## config.mk

```make
export PLATFORM = sky130hd
export DESIGN_NAME = mwf_ram
export DESIGN_NICKNAME = d
export VERILOG_FILES = /design/src/rtl/mwf_ram.sv
export SDC_FILE = /design/constraint.sdc
export NUM_CORES = 1
export LEC_CHECK = 0
export ABC_AREA = 1
export BUFFER_PORTS_ARGS = -buffer_cell sky130_fd_sc_hd__buf_2
export CAP_MARGIN = 20
export CORE_ASPECT_RATIO = 0.6
export CORE_MARGIN = 1
export CORE_UTILIZATION = 37
export DETAILED_ROUTE_END_ITERATION = 8
export PLACE_DENSITY = 0.51
export SKIP_LAST_GASP = 1
export SLEW_MARGIN = 20
export SYNTH_ARGS = -nofsm -noshare
export SYNTH_HDL_FRONTEND = slang
export SYNTH_SLANG_ARGS = --single-unit
```

## constraint.sdc

```tcl
create_clock -name clk -period 0.9 [get_ports clk]
set_input_delay 0.045 -clock clk [delete_from_list [all_inputs] [get_ports clk]]
set_output_delay 0.045 -clock clk [all_outputs]
set_load 0.01 [all_outputs]
```

## src/rtl/mwf_ram.sv

```systemverilog
// Generic single write, single read RAM with registered read data.
`default_nettype none
module mwf_ram #(
  parameter int W = 8,
  parameter int D = 16
) (
  input  wire logic                 clk,
  input  wire logic                 wr_en,
  input  wire logic [$clog2(D)-1:0] wr_addr,
  input  wire logic [W-1:0]         wr_data,
  input  wire logic [$clog2(D)-1:0] rd_addr,
  output logic      [W-1:0]         rd_data
);
  logic [W-1:0] mem [D];

  always_ff @(posedge clk) begin
    if (wr_en) begin
      mem[wr_addr] <= wr_data;
    end
    rd_data <= mem[rd_addr];
  end
endmodule
`default_nettype wire

```

### Word-level counts from Yosys, hierarchy flattened

Memory sizes are Yosys's and may differ from the RTL's. A register that Yosys moved wholly into a read port is not among the register bits.
Index checks and enable logic that the tools add are counted.

| operators by class | value |
|---|---|
| mux-type cells | 2 |

Operator list:

| cell | count |
|---|---|
| $mux 1 | 2 |

| word-level totals | value |
|---|---|
| RAM bits | 128 |
| bits in registers | 0 |
| memories kept | 1 |
| output and inout bits | 8 |
| word-level logic and storage cells | 3 |
| bits of input ports | 18 |

Memories:

| memory | depth | width | rd ports | clocked after memory_dff | wr ports | line | source |
|---|---|---|---|---|---|---|---|
| mem | 16 | 8 | 1 | 1 | 1 | 14 | `logic [W-1:0] mem [D];` |

### Depth between registers and ports, before layout

| depth | value |
|---|---|
| depth after elaboration | 2 |
| depth in mapped cells | 8 |

### Worst setup path before layout

OpenSTA, ideal clock, no wires.

| timing | value |
|---|---|
| path type | input to register |
| start | in wr_addr[3] |
| end | mem mem[4][0] (enable) |
| stages | 2 |
| path slack | -0.096 ns |
| arrival | 0.626 ns |
| path buffers | 0 |
| data required time | 0.530 ns |
| cells stage by stage | nand3b_1 nor2_1 |

RTL lines:

| element | line | source |
|---|---|---|
| start: declaration | 9 | `input wire logic [$clog2(D)-1:0] wr_addr,` |
| end: declaration | 14 |  |

Straight into the memory's write port.

==> key figures <==
Timing
  • Setup violators final: 9
  • Slew Limit Fails: 0
  • Worst Tran Pin Value: approximately 0.5 ns
  • RSZ-0062 raised after global routing: yes
  • Hold Violations, Final: 0
  • Fin crit period: 0.9584 ns
  • Final TNS setup: -0.3253 ns
  • Final period util: 106.5%
  • Maximum clock frequency: roughly 1.0 GHz
  • WHS: approximately 0.04 ns
  • Slew margin rel.: about two thirds
  • Final setup margin: -0.05840 ns
  • Setup Skew: about 0.0085 ns

Routing
  • Drt first pass iters: 6
  • Total number of vias: 3914
  • Drt drc: 0
  • Final ANT Viol Nets: 0
  • DR iter-0 viols: between 300 and 400
  • Vias per cell: 4.727
  • WL/cell: 17.50 µm
  • Final WL: around 14000 µm

Yosys
  • Syn Nets: 569
  • Synth area leaders: edfxtp_1, nand2_1, nand3_1
  • Distinct cells, synth: 12
  • Async set-reset flop share out of synthesis: 0%
  • Yosys top cell by area: edfxtp_1
  • Most frequent cell after synthesis: nand2_1
  • Mean Syn Cell Area: around 10 µm²
  • Synth Register Bits: 136
  • Syn Inst Count: 551
  • Warnings, synthesis: 0
  • Post-synth top area share: 66.65%
  • EDFF count, synth: about 130
  • Most used DFF post-synth: edfxtp_1
  • Synth top cells by count: nand2_1, edfxtp_1, inv_1, nand3_1, nor2_1
  • Post-Syn Area: around 0.0058 mm²
  • Sequential share of the synthesized area: between 60% and 70%

Global route
  • Grt ovf: 0
  • Pin count of the biggest net entering global routing: 58
  • Tot GR Track Use: between 10% and 20%
  • Initial antenna violation count: 0
  • First-pass GRT wire length: around 22000 µm
  • Vias in the first global route: between 3000 and 4000

Floorplan
  • Die width: 163.2 µm
  • # IOs: 26
  • Die ar.: approximately 0.016 mm²
  • Die span in y: roughly 100 µm
  • Initial Util: 38.84%
  • Core Area: roughly 0.015 mm²
  • Num rows: 34

Clock tree
  • CTS Buffer Depth: 2
  • CTS Sinks: 136
  • Clk_lat worst skew: ~0.42 ns
  • CTS tree: yes
  • Clock transition at path regs: 0.06 ns
  • H-tree depth: 4
  • CTS buffer count: 17
  • Clock Root Buffer: clkbuf_16

Outcome
  • Failing checks: negative setup slack
  • Status: finished, violations left

Setup path
  • CP Data Required Time: 1.20 ns
  • Setup crit end kind: register
  • Critical Path AT: between 1 and 1.5 ns
  • Startpoint types: register
  • Crit Path Class: register to register
  • Critical path peak fanout: 1

Power
  • PwrDens: 2092 mW/mm²
  • Pleak: 3.164 nW
  • Peak supply drop: ~0.0011 V

Place
  • GP Congestion: between 0.7 and 0.8
  • Final HPWL DP: ~9000 µm
  • Pre-CTS WS: -0.3384 ns
  • Port Buffers: 25

Layout
  • # fillers: between 1000 and 1500
  • Nets: ~640
  • Antenna Cells: 0
  • Share of layout cells above drive strength 1: a little over a quarter
  • Area growth syn-to-layout: 26.82%

Flow run
  • MaxCap Viol Count: 0

Hold path
  • Worst hold path class: primary input to register
==> power by group <==
part / total [W] / switching [W] / internal, W
combinational: 0.00117 / 0.000753 / 0.000418
clock: 0.00700 / 0.00266 / 0.00435
sequential: 0.00713 / 0.0000450 / 0.00708
==> layout by cell type, fill, tap and decap left out <==
cell type | synthesis | layout
inv_6 | 0 | 1
nand2_2 | 0 | 10
clkinv_2 | 0 | 5
nand2_1 | 173 | 163
clkinvlp_4 | 0 | 2
nand3b_1 | 2 | 2
buf_2 | 13 | 21
dfxtp_2 | 0 | 4
nor2_2 | 0 | 6
nand3_1 | 97 | 55
buf_6 | 6 | 4
buf_12 | 0 | 7
inv_2 | 2 | 2
buf_4 | 4 | 39
clkbuf_1 | 0 | 2
nand3_2 | 0 | 37
nor2_1 | 17 | 11
bufinv_16 | 0 | 3
clkbuf_16 | 0 | 17
nand3_4 | 0 | 5
inv_1 | 100 | 100
clkinv_4 | 0 | 2
dfxtp_1 | 8 | 4
edfxtp_1 | 128 | 128
==> what timing repair did <==
item / in CTS / in global routing
pin swaps: 15 / 12
gates resized for setup: 48 / 17
buffers inserted: 0 / 0
hold buffers: 0 / 0
setup endpoints to repair: 13 / 15
==> critical path, stage by stage (launching register included) <==
cell	delay, ns
edfxtp_1	0.36
inv_1	0.06
nand2_1	0.06
nand3_2	0.10
nand3_2	0.11
nand3_2	0.08
nand2_1	0.06
==> logic make-up (layout without fill, tap and decap cells) <==
kind of cell           after synthesis  count (layout)  share of synthesized area (%)
AND/OR/NAND/NOR                    289             289                          21.05
flip-flops                         136             136                          69.43
buffers and inverters              126             205                          9.525
==> stage by stage <==
step	cell area, µm²	utilization (%)	power [W]	cells
after floorplan	5782	-	0.007771	551
after global placement	6421	43.25	0.008278	796
after detailed placement	6421	43.25	0.008290	796
after CTS	7233	48.72	0.01534	828
after global routing	7313	49.26	0.01576	828
final	7313	49.26	0.01530	828
==> routing by layer <==
layer	wire [µm]	global-route usage, %	share of wire [%]	vias to the layer above
met5	0	0	0	-
met4	69	4.529	0.48	0
met3	932	5.093	6.4	7
met2	5912	26.47	41	110
met1	7573	30.21	52	1888
li1	-	-	-	1909
==> sequential cells by signal (all words and copies together), names as in the netlist <==
name and count:
rd_data 8, mem 128
==> worst paths after layout <==
kind | slack, ns | end | depth (start not counted) | from
worst max-delay path | -0.06 | rd_data[4]$_DFF_P_ | 6 | mem[10][4]$_DFFE_PP_
worst min-delay path | 0.04 | mem[0][2]$_DFFE_PP_ | 1 | wr_data[2]
worst max register to register | -0.06 | rd_data[4]$_DFF_P_ | 6 | mem[10][4]$_DFFE_PP_
worst min register to register | 0.70 | rd_data[6]$_DFF_P_ | 6 | mem[4][6]$_DFFE_PP_
==> area by class of cell <==
cell class,instances,area (µm²),share of cell area (%)
Inverter,102,382.9,5.235
Timing Repair Buffer,71,583.1,7.973
Clock buffer,19,432.9,5.920
Multi-Input combinational cell,289,1501,20.53
Clock inverter,13,156.4,2.139
Sequential cell,136,4009,54.82
Tap cell,198,247.7,3.388
(Power assumes the default switching activity.)
