### config.mk
export PLATFORM = sky130hd
export DESIGN_NAME = mwf_queue
export DESIGN_NICKNAME = d
export VERILOG_FILES = /design/src/rtl/mwf_pkg.sv /design/src/rtl/mwf_queue.sv
export SDC_FILE = /design/constraint.sdc
export NUM_CORES = 1
export LEC_CHECK = 0
export ABC_AREA = 0
export BUFFER_PORTS_ARGS = -buffer_cell sky130_fd_sc_hd__buf_2
export CORE_AREA = 2 2 114 116
export CTS_CLUSTER_DIAMETER = 60
export DETAILED_ROUTE_END_ITERATION = 6
export DIE_AREA = 0 0 116 118
export PLACE_DENSITY = 0.74
export RECOVER_POWER = 25
export SLEW_MARGIN = 10
export SYNTH_ARGS = -nofsm -noshare
export SYNTH_HDL_FRONTEND = slang
export SYNTH_SLANG_ARGS = --single-unit
### constraint.sdc
create_clock -name clk -period 2 [get_ports clk]
set_input_delay 0.4 -clock clk [delete_from_list [all_inputs] [get_ports clk]]
set_output_delay 0.4 -clock clk [all_outputs]
set_load 0.02 [all_outputs]
### src/rtl/mwf_pkg.sv
// Shared constants, types and register codes of the clipped window median filter.
`default_nettype none
package mwf_pkg;
  localparam int MAX_KERNEL  = 7;
  localparam int MAX_WIDTH   = 1024;
  localparam int MAX_RAD     = (MAX_KERNEL - 1) / 2;
  localparam int RAD_W       = $clog2(MAX_RAD + 1);
  localparam int KW          = $clog2(MAX_KERNEL + 1);
  localparam int STORE_DEPTH = MAX_KERNEL * MAX_WIDTH;
  localparam int AW          = $clog2(STORE_DEPTH);
  localparam int WIN_MAX     = MAX_KERNEL * MAX_KERNEL;
  localparam int CNT_W       = $clog2(WIN_MAX + 1);
  localparam int LIN_W       = 26;
  localparam int PIX_W       = 24;
  localparam int QDEPTH      = 4;
  localparam int QW          = $clog2(QDEPTH);

  localparam logic OP_PIXEL = 1'b0;

  typedef enum logic [1:0] {
    REG_WIDTH,
    REG_HEIGHT,
    REG_KERNEL,
    REG_COLOR
  } reg_idx_t;

  typedef struct packed {
    logic [10:0]      w;
    logic [15:0]      h;
    logic [RAD_W-1:0] r;
    logic             color;
  } cfg_t;

  typedef struct packed {
    logic [15:0]   row;
    logic [9:0]    col;
    logic [AW-1:0] addr;
    logic          last;
  } job_t;

  typedef enum logic [2:0] {
    B_IDLE,
    B_SETUP,
    B_ADDR,
    B_SCAN,
    B_FLUSH,
    B_DECIDE,
    B_DONE
  } bstate_t;
endpackage
`default_nettype wire

### src/rtl/mwf_queue.sv
// Short job queue between the front and the back.
`default_nettype none
module mwf_queue import mwf_pkg::*; (
  input  wire logic clk,
  input  wire logic rst_n,
  input  wire logic push,
  input  wire job_t push_job,
  input  wire logic pop,
  output job_t      head,
  output logic      not_empty,
  output logic      full
);
  job_t            slot_r [QDEPTH];
  logic [QW-1:0]   wp_r, rp_r;
  logic [QW:0]     cnt_r;

  assign head      = slot_r[rp_r];
  assign not_empty = (cnt_r != '0);
  assign full      = (cnt_r == (QW+1)'(QDEPTH));

  always_ff @(posedge clk) begin
    if (!rst_n) begin
      wp_r  <= '0;
      rp_r  <= '0;
      cnt_r <= '0;
    end else begin
      if (push) begin
        slot_r[wp_r] <= push_job;
        wp_r <= wp_r + 1'b1;
      end
      if (pop) begin
        rp_r <= rp_r + 1'b1;
      end
      cnt_r <= cnt_r + (QW+1)'(push) - (QW+1)'(pop);
    end
  end
endmodule
`default_nettype wire

### Word-level counts from Yosys, hierarchy flattened

Memories as Yosys holds them, arrays and structs flattened. A register that Yosys moved wholly into a read port is not among the register bits.
Index checks and enable logic that the tools add are counted.

| word-level totals | value |
|---|---|
| flip-flop bits (word level) | 7 |
| latch bits | 0 |
| memory bits (writable) | 160 |
| memory bits (read-only) | 0 |
| input port bits | 44 |
| output and inout bits | 42 |
| logic and storage cells | 15 |
| memories | 1 |

Memory list:

| memory | depth | bits a word | read ports | clocked after Yosys merged registers in | write ports | line | source |
|---|---|---|---|---|---|---|---|
| slot_r | 4 | 40 | 1 | 1 | 1 | mwf_queue.sv:13 | `job_t slot_r [QDEPTH];` |

| operators by class | value |
|---|---|
| add/sub/neg operators | 4 |
| multipliers | 0 |
| divide/modulo/power cells | 0 |
| order comparisons | 0 |
| eq/ne operators | 1 |
| shift-type cells | 0 |
| mux-type cells | 5 |
| bitwise gates (word level) | 0 |
| reduce and logical (&&, ||, !) cells | 1 |

Operators with widths:

| kind | count |
|---|---|
| adder 2 x 1 -> 2 bit, second input constant | 2 |
| 2-to-1 mux 2 bit | 2 |
| adder 3 x 1 -> 3 bit | 1 |
| == test 3 bit, second input constant | 1 |
| 2-to-1 mux 1 bit | 3 |
| nonzero test 3 bit | 1 |
| subtractor 3 x 1 -> 3 bit | 1 |

### Depth between registers and ports, before layout

| depth | value |
|---|---|
| depth after elaboration | 3 |
| mapped depth | 7 |
| mapped depth without buffers | 7 |

### Worst setup path after synthesis

Ideal clock, no wire load.

| timing path | value |
|---|---|
| path type | register to register |
| start | register wp_r[0] |
| end | memory slot_r[2][0] (netlist name) (enable) |
| setup time | 0.401 ns |
| arrival | 1.550 ns |
| data required time | 1.599 ns |
| slack | 0.048 ns |
| stages on the path, launching flop included | 4 |
| path buffers | 0 |
| clock period less this slack | 1.952 ns |
| path through | dfxtp_1 -> inv_1 -> ha_1 -> and3_1 |

RTL lines:

| item | line | source |
|---|---|---|
| from (decl) | mwf_queue.sv:14 | `logic [QW-1:0] wp_r, rp_r;` |
| from (signal assigned) | mwf_queue.sv:29 | `wp_r <= wp_r + 1'b1;` |
| to (decl) | mwf_queue.sv:13 |  |

No word-level cell before the write port.

==> metrics <==
status=finished with violations; failing checks=negative setup slack; WP buf/inv=2; Mapped Cells=252; Synth Area in Adders=0.0152; leading cell type in the layout, fill and taps excluded=edfxtp_1; global route total overflow=0; Final ANT Viol Nets=0; layout cell share with drive strength beyond 1=0.401; placed cell area=6920 µm²; VDD IR max=0.000455 V; top cell type's share of synthesized area=0.767; YS warnings=0; normalized max-slew margin=0.783; RePlAce Congestion=0.697; Core Util, Final=0.615; vias in the first global route=3048; final-report setup violation count=40; PortBufs=85; Post-Synth XOR/XNOR Area=0.00659; Area growth, synth to finish=22.0%; Yosys reg bits=169; num rows=41; fin crit share=1.07; boundary pin count=86; Routed wire per std cell=19.1 µm; max cap viols=0; met1 Use GR=0.211; Critical Path Sink Type=output pin; final worst slack=-141 ps; die span in x=116 µm; design area=7640 µm²; unrepaired setup endpoints after global routing=true; Hold Crit Class=in2reg; drt first pass iters=6; vias per cell=5.19; die area=13700 µm²; met2 usage=0.268; most area-consuming cells after synthesis=edfxtp_1 (77%), mux4_2 (14%), dfxtp_1 (2.9%); Final Max Tran Viols=0; CP cell instances=buf_12 > mux4_2 > buf_2; GRT Max-Usage Layer=met2; library cells used by synthesis=19; dominant cell type by area after synthesis=edfxtp_1; all-layer global routing usage=0.167; post-synthesis mux area share=0.145; most frequent cells in the layout=edfxtp_1 (160), buf_2 (48), mux4_2 (40); P per Cell Area=1070 nW/µm²; Synth Net Count=303; simple logic cell fraction of the synthesized area=0.0122; GR Layer Usage met3=0.0556; largest net degree at the start of global routing=41; CORE AREA=12400 µm²; H-tree levels=4; global-route wire length before repair=16.4 mm; clock tree buffer depth=2; setup TNS=-3720 ps; leakage power total=2.58 nW; CP max FO=9; Worst Path Arrival=1740 ps; Synth Area in Compound Gates=0.00240; cell at the root of the clock tree=clkbuf_16; worst-skew pair later-pin latency=420 ps; sink count of the clock tree=169; Mapped Area=6260 µm²; final net count=412; DRC Markers=0; Layout Cells excl Fill=546; post-synthesis sequential area ratio=0.796; post-route minimum period=2140 ps; Total Routed Length=10.4 mm; Cells after DPL=511; worst hold slack=197 ps; DRT iter0 DRCs=162; CTS clock-pin slew for the worst setup and hold paths=60 ps; Place WS=80.9 ps; Vias=2834; clk_skew=6.82 ps; Starting Density=0.504; Syn Area/Cell=24.8 µm²; initial antenna violation count=0; DP Wirelength=6.10 mm; CTS buffer count=17; largest family of logic cells by synthesized area=multiplexers; CP top delay family=multiplexers; CTS tree=yes; Worst Max-Slew Pin Slew=325 ps; Final Hold Fails=0; Worst path max stage delay=540 ps; n_diodes=0; startpoint types=register; Die Ht=118 µm; crit path max-delay cell type=mux4_2; Worst Path Class, Setup=reg2out; Design Power=8.14 mW; f_max=467 MHz; Worst EP required=1600 ps
-- power breakdown --
part / internal (mW) / switching [mW]
registers: 4.00 / 0.0498
logic: 0.402 / 0.441
clock network: 2.00 / 1.25
total: 6.40 / 1.74
-- what timing repair did --
action,CTS,global route
hold buffers,0,0
buffers inserted,3,0
resized for setup,18,9
gates cloned,2,0
hold endpoints to repair,0,0
setup endpoints to repair,36,40
-- layout make-up --
type	count	area (µm²)
flip-flops and latches	169	4990
fillers	890	4780
multi-input cells	67	1140
repair buffers	99	641
clock buffers	26	576
well taps	172	215
clock inverters	6	46.3
inverters	7	26.3
-- path summary, 6_finish.rpt --
| path | start | cells after the start | endpoint | slack [ps] |
|---|---|---|---|---|
| max | register | 3 | head[29] | -140 |
| min | push_job[0] | 1 | slot_r[0][0] | 200 |
| max reg2reg | cnt_r[0] | 7 | cnt_r[2] | 230 |
| min reg2reg | rp_r[0] | 2 | register | 560 |
-- metal layers --
| layer | part of all wire | wire [µm] |
|---|---|---|
| met2 | 0.52 | 5460 |
| met5 | 0 | 0 |
| met4 | 0.014 | 142 |
| met1 | 0.41 | 4310 |
| met3 | 0.048 | 501 |
-- registers in the layout (all words and copies together), names as in the netlist, named ones only --
signal / count
slot_r: 160
cnt_r: 3
wp_r: 2
rp_r: 2
-- cells in the mapped netlist (all sizes together) --
master / n
a21bo: 1
a21oi: 1
and2: 2
and3: 5
buf: 9
dfxtp: 9
edfxtp: 160
fa: 1
ha: 6
inv: 7
mux2i: 1
mux4: 40
nand3b: 1
nor2: 5
or3: 1
xnor2: 2
xor3: 1
-- kinds of logic after synthesis --
logic type	count (synthesis)
flip-flops	169
AND/OR/NAND/NOR	14
AO/OA/AOI/OAI	2
adder cells (fa/ha/maj)	7
XOR/XNOR	3
multiplexers	41
buffers and inverters	16
(Power assumes the default switching activity.)
