--- src/rtl/mwf_pkg.sv ---
// Shared constants, types and register codes of the clipped window median filter.
`default_nettype none
package mwf_pkg;
  localparam int MAX_KERNEL  = 7;
  localparam int MAX_WIDTH   = 1024;
  localparam int MAX_RAD     = (MAX_KERNEL - 1) / 2;
  localparam int RAD_W       = $clog2(MAX_RAD + 1);
  localparam int KW          = $clog2(MAX_KERNEL + 1);
  localparam int STORE_DEPTH = MAX_KERNEL * MAX_WIDTH;
  localparam int AW          = $clog2(STORE_DEPTH);
  localparam int WIN_MAX     = MAX_KERNEL * MAX_KERNEL;
  localparam int CNT_W       = $clog2(WIN_MAX + 1);
  localparam int LIN_W       = 26;
  localparam int PIX_W       = 24;
  localparam int QDEPTH      = 4;
  localparam int QW          = $clog2(QDEPTH);

  localparam logic OP_PIXEL = 1'b0;

  typedef enum logic [1:0] {
    REG_WIDTH,
    REG_HEIGHT,
    REG_KERNEL,
    REG_COLOR
  } reg_idx_t;

  typedef struct packed {
    logic [10:0]      w;
    logic [15:0]      h;
    logic [RAD_W-1:0] r;
    logic             color;
  } cfg_t;

  typedef struct packed {
    logic [15:0]   row;
    logic [9:0]    col;
    logic [AW-1:0] addr;
    logic          last;
  } job_t;

  typedef enum logic [2:0] {
    B_IDLE,
    B_SETUP,
    B_ADDR,
    B_SCAN,
    B_FLUSH,
    B_DECIDE,
    B_DONE
  } bstate_t;
endpackage
`default_nettype wire

--- src/rtl/mwf_back.sv ---
// Back part: gathers one clipped window per job and finds each channel's median
// by a bit-by-bit rank search over repeated window scans.
`default_nettype none
module mwf_back import mwf_pkg::*; (
  input  wire logic             clk,
  input  wire logic             rst_n,
  input  wire cfg_t             cfg,
  input  wire logic             q_valid,
  input  wire job_t             q_head,
  output logic                  q_pop,
  output logic                  idle,
  output logic [AW-1:0]         rd_addr,
  input  wire logic [PIX_W-1:0] rd_data,
  output logic                  out_valid,
  input  wire logic             out_ready,
  output logic [PIX_W-1:0]      out_data,
  output logic                  out_last
);
  bstate_t          st_r, st_nxt;
  job_t             job_r, job_nxt;
  logic [KW-1:0]    nx_r, nx_nxt, ny_r, ny_nxt, ix_r, ix_nxt, iy_r, iy_nxt;
  logic [AW-1:0]    off_r, off_nxt, start_r, start_nxt, ra_r, ra_nxt;
  logic [10:0]      step_r, step_nxt;
  logic             vld_r, vld_nxt, first_r, first_nxt;
  logic [2:0]       bit_r, bit_nxt;
  logic [7:0]       pre_r [3], pre_nxt [3];
  logic [CNT_W-1:0] cnt_r [3], cnt_nxt [3], k_r [3], k_nxt [3], n_r, n_nxt;
  logic             ov_r, ov_nxt, ol_r, ol_nxt;
  logic [PIX_W-1:0] od_r, od_nxt;

  logic [RAD_W-1:0] dy, dx, dyd, dxd;
  logic [16:0]      ysum;
  logic [10:0]      xsum;
  logic [AW:0]      inc_sum;
  logic [10:0]      inc;
  logic [7:0]       mask, dch;
  logic [CNT_W-1:0] keff;
  logic             slot_free;

  assign idle      = (st_r == B_IDLE);
  assign rd_addr   = ra_r;
  assign out_valid = ov_r;
  assign out_data  = od_r;
  assign out_last  = ol_r;
  assign slot_free = !ov_r || out_ready;

  always_comb begin
    st_nxt = st_r;
    case (st_r)
      B_IDLE:   if (q_valid) st_nxt = B_SETUP;
      B_SETUP:  st_nxt = B_ADDR;
      B_ADDR:   st_nxt = B_SCAN;
      B_SCAN:   if (ix_r == nx_r - 1'b1 && iy_r == ny_r - 1'b1) st_nxt = B_FLUSH;
      B_FLUSH:  st_nxt = B_DECIDE;
      B_DECIDE: st_nxt = (bit_r == 3'd0) ? B_DONE : B_SCAN;
      B_DONE:   if (slot_free) st_nxt = B_IDLE;
      default:  st_nxt = B_IDLE;
    endcase
  end

  always_comb begin
    q_pop     = (st_r == B_IDLE) && q_valid;
    job_nxt   = q_pop ? q_head : job_r;
    nx_nxt    = nx_r;
    ny_nxt    = ny_r;
    off_nxt   = off_r;
    step_nxt  = step_r;
    start_nxt = start_r;
    ra_nxt    = ra_r;
    ix_nxt    = ix_r;
    iy_nxt    = iy_r;
    vld_nxt   = 1'b0;
    first_nxt = first_r;
    bit_nxt   = bit_r;
    n_nxt     = n_r;
    ov_nxt    = ov_r && !out_ready;
    ol_nxt    = ol_r;
    od_nxt    = od_r;
    pre_nxt   = pre_r;
    cnt_nxt   = cnt_r;
    k_nxt     = k_r;
    dch       = '0;
    keff      = '0;

    // Window bounds, clipped to the image.
    dy   = (job_r.row > 16'(cfg.r)) ? cfg.r : RAD_W'(job_r.row);
    dx   = (job_r.col > 10'(cfg.r)) ? cfg.r : RAD_W'(job_r.col);
    ysum = {1'b0, job_r.row} + 17'(cfg.r);
    xsum = {1'b0, job_r.col} + 11'(cfg.r);
    dyd  = (ysum < {1'b0, cfg.h}) ? cfg.r : RAD_W'(cfg.h - 16'd1 - job_r.row);
    dxd  = (xsum < cfg.w) ? cfg.r : RAD_W'(cfg.w - 11'd1 - {1'b0, job_r.col});

    inc     = (ix_r == nx_r - 1'b1) ? step_r : 11'd1;
    inc_sum = {1'b0, ra_r} + (AW+1)'(inc);
    mask    = 8'(8'hFE << bit_r);

    // Count, per channel, the window samples that match the prefix found so
    // far and have a zero in the bit under test.
    if (vld_r) begin
      n_nxt = n_r + 1'b1;
      for (int c = 0; c < 3; c++) begin
        dch = rd_data[8*c +: 8];
        if ((((dch ^ pre_r[c]) & mask) == 8'd0) && !dch[bit_r]) begin
          cnt_nxt[c] = cnt_r[c] + 1'b1;
        end
      end
    end

    case (st_r)
      B_SETUP: begin
        ny_nxt   = KW'(dy) + KW'(dyd) + 1'b1;
        nx_nxt   = KW'(dx) + KW'(dxd) + 1'b1;
        off_nxt  = AW'(dy) * AW'(cfg.w) + AW'(dx);
        step_nxt = cfg.w - 11'(dx) - 11'(dxd);
      end
      B_ADDR: begin
        start_nxt = (job_r.addr >= off_r) ? job_r.addr - off_r
                                          : AW'((AW+1)'(job_r.addr) +
                                                (AW+1)'(STORE_DEPTH) - (AW+1)'(off_r));
        ra_nxt    = start_nxt;
        ix_nxt    = '0;
        iy_nxt    = '0;
        first_nxt = 1'b1;
        bit_nxt   = 3'd7;
        n_nxt     = '0;
        for (int c = 0; c < 3; c++) begin
          pre_nxt[c] = '0;
          cnt_nxt[c] = '0;
        end
      end
      B_SCAN: begin
        vld_nxt = 1'b1;
        ra_nxt  = (inc_sum >= (AW+1)'(STORE_DEPTH)) ? AW'(inc_sum - (AW+1)'(STORE_DEPTH))
                                                   : AW'(inc_sum);
        if (ix_r == nx_r - 1'b1) begin
          ix_nxt = '0;
          iy_nxt = iy_r + 1'b1;
        end else begin
          ix_nxt = ix_r + 1'b1;
        end
      end
      B_DECIDE: begin
        for (int c = 0; c < 3; c++) begin
          keff = first_r ? (n_r >> 1) : k_r[c];
          if (keff < cnt_r[c]) begin
            k_nxt[c] = keff;
          end else begin
            k_nxt[c] = keff - cnt_r[c];
            pre_nxt[c][bit_r] = 1'b1;
          end
          cnt_nxt[c] = '0;
        end
        first_nxt = 1'b0;
        bit_nxt   = bit_r - 1'b1;
        ra_nxt    = start_r;
        ix_nxt    = '0;
        iy_nxt    = '0;
      end
      B_DONE: begin
        if (slot_free) begin
          ov_nxt = 1'b1;
          ol_nxt = job_r.last;
          od_nxt = cfg.color ? {pre_r[2], pre_r[1], pre_r[0]} : {16'd0, pre_r[0]};
        end
      end
      default: begin
      end
    endcase
  end

  always_ff @(posedge clk) begin
    if (!rst_n) begin
      st_r  <= B_IDLE;
      vld_r <= 1'b0;
      ov_r  <= 1'b0;
    end else begin
      st_r  <= st_nxt;
      vld_r <= vld_nxt;
      ov_r  <= ov_nxt;
    end
    job_r   <= job_nxt;
    nx_r    <= nx_nxt;
    ny_r    <= ny_nxt;
    off_r   <= off_nxt;
    step_r  <= step_nxt;
    start_r <= start_nxt;
    ra_r    <= ra_nxt;
    ix_r    <= ix_nxt;
    iy_r    <= iy_nxt;
    first_r <= first_nxt;
    bit_r   <= bit_nxt;
    n_r     <= n_nxt;
    ol_r    <= ol_nxt;
    od_r    <= od_nxt;
    pre_r   <= pre_nxt;
    cnt_r   <= cnt_nxt;
    k_r     <= k_nxt;
  end
endmodule
`default_nettype wire

--- config.mk ---
export PLATFORM = sky130hd
export DESIGN_NAME = mwf_back
export DESIGN_NICKNAME = d
export VERILOG_FILES = /design/src/rtl/mwf_pkg.sv /design/src/rtl/mwf_back.sv
export SDC_FILE = /design/constraint.sdc
export NUM_CORES = 1
export LEC_CHECK = 0
export BUFFER_PORTS_ARGS = -buffer_cell sky130_fd_sc_hd__buf_2
export CAP_MARGIN = 25
export CORE_ASPECT_RATIO = 0.7
export CORE_MARGIN = 3
export CORE_UTILIZATION = 55
export DETAILED_ROUTE_END_ITERATION = 10
export PLACE_DENSITY = 0.77
export SLEW_MARGIN = 5
export SYNTH_ARGS = -nofsm -noshare
export SYNTH_HDL_FRONTEND = slang
export SYNTH_SLANG_ARGS = --single-unit
--- constraint.sdc ---
create_clock -name clk -period 6.6 [get_ports clk]
set_input_delay 1.32 -clock clk [delete_from_list [all_inputs] [get_ports clk]]
set_output_delay 1.32 -clock clk [all_outputs]
set_load 0.02 [all_outputs]
# Yosys cells after proc, flatten, opt, wreduce, memory -nomap -nowiden
# Cells that the tools add are included.
[totals] reg_bits=202 elab_cells=168
[op_classes] add_sub_neg=30 multipliers=1 n_lt_le_gt_ge=11 n_eq_ne=15 n_shift=1 muxes=40 bitwise_logic=9 reduce_logical=31
[op_table] op="$pmux 24 s2" n=1
[op_table] op="$pmux 13 s3" n=1
[op_table] op="$mux 6" n=6
[op_table] op="$mux 13" n=2
[op_table] op="$sub 13x13->13" n=2
[op_table] op="$add 6x1->6 const B" n=4
[op_table] op="$and 8x8->8" n=3
[op_table] op="$logic_not 8->1" n=3
[op_table] op="$mux 8" n=3
[op_table] op="$or 8x8->8" n=3
[op_table] op="$xor 8x8->8" n=3
[op_table] op="$sub 11x2->11" n=2
[op_table] op="$pmux 3 s7" n=1
[op_table] op="$lt 6x6->1" n=3
[op_table] op="$mux 3" n=6
[op_table] op="$pmux 3 s2" n=3
[op_table] op="$sub 6x6->6" n=3
[op_table] op="$add 16x2->17" n=1
[op_table] op="$lt 17x16->1" n=1
[op_table] op="$gt 16x2->1" n=1
[op_table] op="$reduce_and 2->1" n=8
[op_table] op="$add 13x11->14" n=1
[op_table] op="$ge 14x13->1 const B" n=1
[op_table] op="$ne 2x2->1 const B" n=7
[op_table] op="34 further kinds" n=69

# Depth between registers and ports, before layout
[logic_depth] word_depth=7 depth_mapped=23 ltp_nobuf=23

# Worst setup path after synthesis
# No wires, ideal clock.
[synth_path] path_kind="input to register" from="input port cfg[1] (netlist name)" to="register step_r[10], data pin" setup_ns=0.265 arrival_time_ns=5.633 required_time_ns=6.335 path_slack_ns=0.702 stages=18 path_buffers=0 cell_sequence="ha_1 fa_1 xor2_1 ha_1 o21a_1 o21ai_0 a21oi_1 o21ai_0 a21oi_1 a211o_1 mux2i_1 fa_1 ha_1 or2_2 fa_1 a211oi_1 nor4b_1 xnor2_1"
[synth_between] elab_chain_len=4 elab_cells_between_ends=7 classes_between="add/sub: 3; order compare: 2; mux: 2"
[synth_rtl] element="start, declared" line_no="mwf_back.sv:7" source="input wire cfg_t cfg,"
[synth_rtl] element="$gt 10x2->1 / $add 10x2->11 (equally long branches)" line_no="mwf_back.sv:87, mwf_back.sv:89"
[synth_rtl] element="$mux 2 / $lt 11x11->1 (equally long branches)" line_no="mwf_back.sv:87, mwf_back.sv:91"
[synth_rtl] element="$sub 11x2->11 / $mux 2 (equally long branches)" line_no="mwf_back.sv:114, mwf_back.sv:91"
[synth_rtl] element="$sub 11x2->11 *" line_no="mwf_back.sv:114" source="step_nxt = cfg.w - 11'(dx) - 11'(dxd);"
[synth_rtl] element="end signal, assigned" line_no="mwf_back.sv:185" source="step_r <= step_nxt;"
[synth_rtl] element="end, declared" line_no="mwf_back.sv:23" source="logic [10:0] step_r, step_nxt;"
# Every way passes the cells marked *; elsewhere a longest branch is shown, timed or not.
# A chain may end at the register's enable or synchronous reset.

# Worst setup path after layout
[layout_path] from="input port cfg[2] (netlist name)" to="register step_r[10], data pin"
# The elaborated chain is that of the path after synthesis.

==> flow_summary.html <==
<table>
<tr><th>Metric</th><th>Value</th></tr>
<tr><th colspan="2">Synthesis</th></tr>
<tr><td>Number of warnings printed during yosys synthesis</td><td>0</td></tr>
<tr><td>Netlist area before placement</td><td>13400 µm²</td></tr>
<tr><td>Sequential fraction of the synthesis area</td><td>43.1%</td></tr>
<tr><td>Cell variety after synth</td><td>71</td></tr>
<tr><td>Count of state elements after synthesis</td><td>202</td></tr>
<tr><td>Number of enable flip-flop cells after synthesis</td><td>173</td></tr>
<tr><td>Per-instance average area after synthesis</td><td>10.2 µm²</td></tr>
<tr><td>Top-area cell type share of the netlist area</td><td>38.7%</td></tr>
<tr><td>Most used DFF post-synth</td><td>sky130_fd_sc_hd__edfxtp_1</td></tr>
<tr><td>Async set-reset flop share out of synthesis</td><td>0%</td></tr>
<tr><td>Ranking of synthesized cells by area</td><td>sky130_fd_sc_hd__edfxtp_1 39%, sky130_fd_sc_hd__ha_1 12%, sky130_fd_sc_hd__xnor2_1 5.9%</td></tr>
<tr><td>Total nets after synthesis</td><td>1572</td></tr>
<tr><td>Gate count of the mapped netlist</td><td>1319</td></tr>
<tr><td>Largest area contributor in the synthesized netlist</td><td>sky130_fd_sc_hd__edfxtp_1</td></tr>
<tr><th colspan="2">Timing</th></tr>
<tr><td>Setup-failing EPs final</td><td>0</td></tr>
<tr><td>Final period util</td><td>87.8%</td></tr>
<tr><td>Final-report hold violation count</td><td>0</td></tr>
<tr><td>Clock Skews</td><td>0.0200 ns</td></tr>
<tr><td>Number of slew-limit violations in the final report</td><td>0</td></tr>
<tr><td>Crit path time final</td><td>5.80 ns</td></tr>
<tr><td>Total negative setup slack</td><td>0 ns</td></tr>
<tr><td>Setup ws final</td><td>0.803 ns</td></tr>
<tr><td>Max Freq</td><td>172 MHz</td></tr>
<tr><td>RSZ-0062 raised after global routing</td><td>false</td></tr>
<tr><td>Relative max-transition margin</td><td>38.2%</td></tr>
<tr><td>Transition at the pin with the smallest max-transition slack</td><td>0.925 ns</td></tr>
<tr><th colspan="2">Power and ir drop</th></tr>
<tr><td>Power density relative to cell area</td><td>381 nW/µm²</td></tr>
<tr><td>Maximum VDD drop</td><td>234 µV</td></tr>
<tr><td>LEAKAGE</td><td>6.60 nW</td></tr>
<tr><th colspan="2">Placement</th></tr>
<tr><td>Number of buffer cells added on primary ports</td><td>138</td></tr>
<tr><td>Detailed-placement wirelength estimate</td><td>22700 µm</td></tr>
<tr><td>Post-placement worst setup slack</td><td>0.274 ns</td></tr>
<tr><td>Routability Congestion</td><td>0.874</td></tr>
<tr><th colspan="2">Final layout</th></tr>
<tr><td>Final net count</td><td>1708</td></tr>
<tr><td>Most frequent cells in the layout</td><td>173 x sky130_fd_sc_hd__edfxtp_1, 156 x sky130_fd_sc_hd__nor2_1, 141 x sky130_fd_sc_hd__inv_1, 138 x sky130_fd_sc_hd__buf_2, 132 x sky130_fd_sc_hd__ha_1</td></tr>
<tr><td>Synthesis-to-finish area growth</td><td>13.2%</td></tr>
<tr><td>Fill cell instance count of the final layout</td><td>1921</td></tr>
<tr><td>Ratio of cells with drive above 1 in the final layout</td><td>13.7%</td></tr>
<tr><td>Most frequent standard cell in the layout excluding fill and tap cells</td><td>sky130_fd_sc_hd__edfxtp_1</td></tr>
<tr><td>Antenna Diode Count</td><td>0</td></tr>
<tr><th colspan="2">Clocking</th></tr>
<tr><td>Post-CTS Setup Repair Bufs</td><td>0</td></tr>
<tr><td># hold bufs at CTS</td><td>0</td></tr>
<tr><td>Number of clock buffers inserted by TritonCTS</td><td>22</td></tr>
<tr><td>Sinks on Clock Net</td><td>202</td></tr>
<tr><td>Clock tree buffer depth</td><td>3</td></tr>
<tr><td>TritonCTS clock tree</td><td>done</td></tr>
<tr><td>Worst-Skew Late Latency</td><td>0.53 ns</td></tr>
<tr><td>Post-cts gate resize count</td><td>0</td></tr>
<tr><td>Clock H-tree levels</td><td>1</td></tr>
<tr><td>Clock input transition at the sequential cells of the worst setup and hold paths</td><td>0.06 ns</td></tr>
<tr><td>Root Driver</td><td>sky130_fd_sc_hd__clkbuf_16</td></tr>
<tr><th colspan="2">Drt</th></tr>
<tr><td>Count of antenna-violating nets left after detailed routing</td><td>0</td></tr>
<tr><td>DRC errors left</td><td>0</td></tr>
<tr><td>WL/cell</td><td>16.5 µm</td></tr>
<tr><td>Count of routing violations after the opening detailed-route iteration</td><td>636</td></tr>
<tr><td>Ratio of routed vias to standard cells</td><td>5.53</td></tr>
<tr><td>Number of detailed-routing iterations run before antenna repair</td><td>5</td></tr>
<tr><td>Detailed Route WL</td><td>29500 µm</td></tr>
<tr><td>Total vias in the final route</td><td>9896</td></tr>
<tr><th colspan="2">Floorplanning</th></tr>
<tr><td>Number of top-level pins</td><td>139</td></tr>
<tr><td>Die Y</td><td>137 µm</td></tr>
<tr><td>Total Die Area</td><td>26300 µm²</td></tr>
<tr><td>Placement Rows</td><td>47</td></tr>
<tr><td>Area inside the core boundary</td><td>23800 µm²</td></tr>
<tr><td>Initial Util</td><td>56.3%</td></tr>
<tr><td>Chip Width</td><td>193 µm</td></tr>
<tr><th colspan="2">Global routing</th></tr>
<tr><td>Global route overflow</td><td>0</td></tr>
<tr><td>Initial antenna violation count</td><td>2</td></tr>
<tr><td>Pin count of the biggest net entering global routing</td><td>41</td></tr>
<tr><td>Total global-route track usage</td><td>22.7%</td></tr>
<tr><td>Global-route wire length before repair</td><td>48100 µm</td></tr>
<tr><td>Vias in the first global route</td><td>9622</td></tr>
<tr><th colspan="2">Setup path</th></tr>
<tr><td>CP Capture Type</td><td>flip-flop</td></tr>
<tr><td>Most numerous cell on the critical path</td><td>sky130_fd_sc_hd__ha_1</td></tr>
<tr><td>Worst-path cell chain</td><td>buf_2 &gt; inv_1 &gt; ha_1 &gt; nor2b_1 &gt; o21a_1 &gt; nand3_1 &gt; xnor2_1 &gt; ha_1 &gt; o21ai_0 &gt; a21oi_1 &gt; o21ai_0 &gt; a21oi_1 &gt; a211o_1 &gt; mux2i_1 &gt; fa_1 &gt; ha_1 &gt; or2_2 &gt; fa_1 &gt; a211oi_1 &gt; nor4b_1 &gt; xnor2_1</td></tr>
<tr><td>Type of the worst setup path</td><td>primary input to flip-flop</td></tr>
<tr><td>Highest cell delay on the worst timing path</td><td>0.50 ns</td></tr>
<tr><td>Critical Path Source</td><td>cfg[2]</td></tr>
<tr><td>CP arrival</td><td>6.05 ns</td></tr>
<tr><td>CP Data Required Time</td><td>6.85 ns</td></tr>
<tr><td>Slowest stage cell, crit path</td><td>sky130_fd_sc_hd__fa_1</td></tr>
<tr><td>Worst Path Max Fanout</td><td>8</td></tr>
<tr><td>Startpoint of the lowest-slack register-to-register path</td><td>nx_r[0]$_DFFE_PN_</td></tr>
<tr><td>Critical path startpoint category</td><td>primary input</td></tr>
<tr><th colspan="2">Outcome</th></tr>
<tr><td>Run status</td><td>finished clean</td></tr>
<tr><th colspan="2">Run</th></tr>
<tr><td>Number of violations of the max-capacitance limit</td><td>0</td></tr>
<tr><th colspan="2">Min path</th></tr>
<tr><td>Min-Delay Path Class</td><td>flip-flop to flip-flop</td></tr>
<tr><td>Hold Crit Start</td><td>job_r[0]$_DFFE_PP_</td></tr>
</table>
## per-layer routing
layer,GRT usage [%],share of wire (%),wire (µm),up-vias
li1,-,-,-,4885
met2,33.4,41,12200,329
met1,35.3,50,14700,4635
met4,4.81,1.8,544,2
met3,3.58,6.8,2010,45
met5,0,0.024,7,-
## power by group
group,internal (mW),switching (mW),leakage (nW)
logic,1.02,1.41,4.40
registers,1.83,0.223,1.84
clock network,0.773,0.525,0.361
## final timing paths
check | cells past startpoint | slack, ns | to
max | 21 | 0.80 | step_r[10]$_DFFE_PN_
min | 0 | 0.41 | out_last$_DFFE_PP_
max reg2reg | 21 | 1.43 | rd_addr[10]$_DFFE_PP_
min reg2reg | 0 | 0.41 | out_last$_DFFE_PP_
## critical path: cells and delay by family
kind	cells	cell delay, ns
simple gates	4	0.92
xor+xnor	2	0.29
fa+ha+maj	5	1.68
mux	1	0.31
buf+inv	2	0.31
compound gates	7	1.21
## sequential cells by signal, summed over array words and instances, names as in the netlist, 3 cells and up
register / cells
job_r: 40
out_data: 24
pre_r: 24
cnt_r: 18
k_r: 18
off_r: 13
rd_addr: 13
start_r: 13
step_r: 11
n_r: 6
bit_r: 3
ix_r: 3
iy_r: 3
nx_r: 3
ny_r: 3
st_r: 3
## through the flow
step	power [mW]	hold slack (ns)	instance area [µm²]	util [%]	std cells
final	5.78	0.410	15200	63.7	1789
after floorplan	3.88	0.400	13400	-	1319
after CTS	5.79	0.422	15200	63.7	1789
after detailed placement	4.48	0.415	14400	60.5	1749
after global placement	4.38	0.401	14400	60.5	1749
after global routing	6.20	0.444	15200	63.7	1789
## cell usage after synthesis (7+ instances only)
cell and n:
sky130_fd_sc_hd__and2_1 31, sky130_fd_sc_hd__xnor2_1 91, sky130_fd_sc_hd__o21ai_0 44, sky130_fd_sc_hd__xor2_1 36
sky130_fd_sc_hd__edfxtp_1 173, sky130_fd_sc_hd__clkbuf_1 23, sky130_fd_sc_hd__ha_1 132, sky130_fd_sc_hd__and3_1 15
sky130_fd_sc_hd__mux2_2 7, sky130_fd_sc_hd__inv_1 141, sky130_fd_sc_hd__nor4_1 7, sky130_fd_sc_hd__mux2i_1 24
sky130_fd_sc_hd__nor2_1 156, sky130_fd_sc_hd__fa_1 23, sky130_fd_sc_hd__nor2b_1 14, sky130_fd_sc_hd__nor3_1 21
sky130_fd_sc_hd__dfxtp_1 29, sky130_fd_sc_hd__nand2b_1 13, sky130_fd_sc_hd__nand3_1 26, sky130_fd_sc_hd__a21o_1 20
sky130_fd_sc_hd__nand4_1 15, sky130_fd_sc_hd__o21a_1 13, sky130_fd_sc_hd__a21oi_1 65, sky130_fd_sc_hd__nand2_1 81
sky130_fd_sc_hd__a31oi_1 8
## layout make-up
type,count,area [µm²],area share (%)
sequential,202,5780,38.1
clock inverter,15,194,1.28
inverter,143,537,3.54
timing repair buffer,147,758,5.00
tap,318,398,2.62
multi-input combinational,939,6950,45.8
clock buffer,25,562,3.70
## kinds of logic (layout without fill, tap and decap cells)
group / after synthesis / after routing / share of synthesized area [%]
buf+inv: 178 / 330 / 5.15
simple gates: 398 / 398 / 14.0
flops: 202 / 202 / 43.1
xor+xnor: 128 / 128 / 8.47
fa+ha+maj: 155 / 155 / 15.8
compound gates: 226 / 226 / 11.0
mux: 32 / 32 / 2.55
Note: power is estimated with default switching activity, not from simulation.
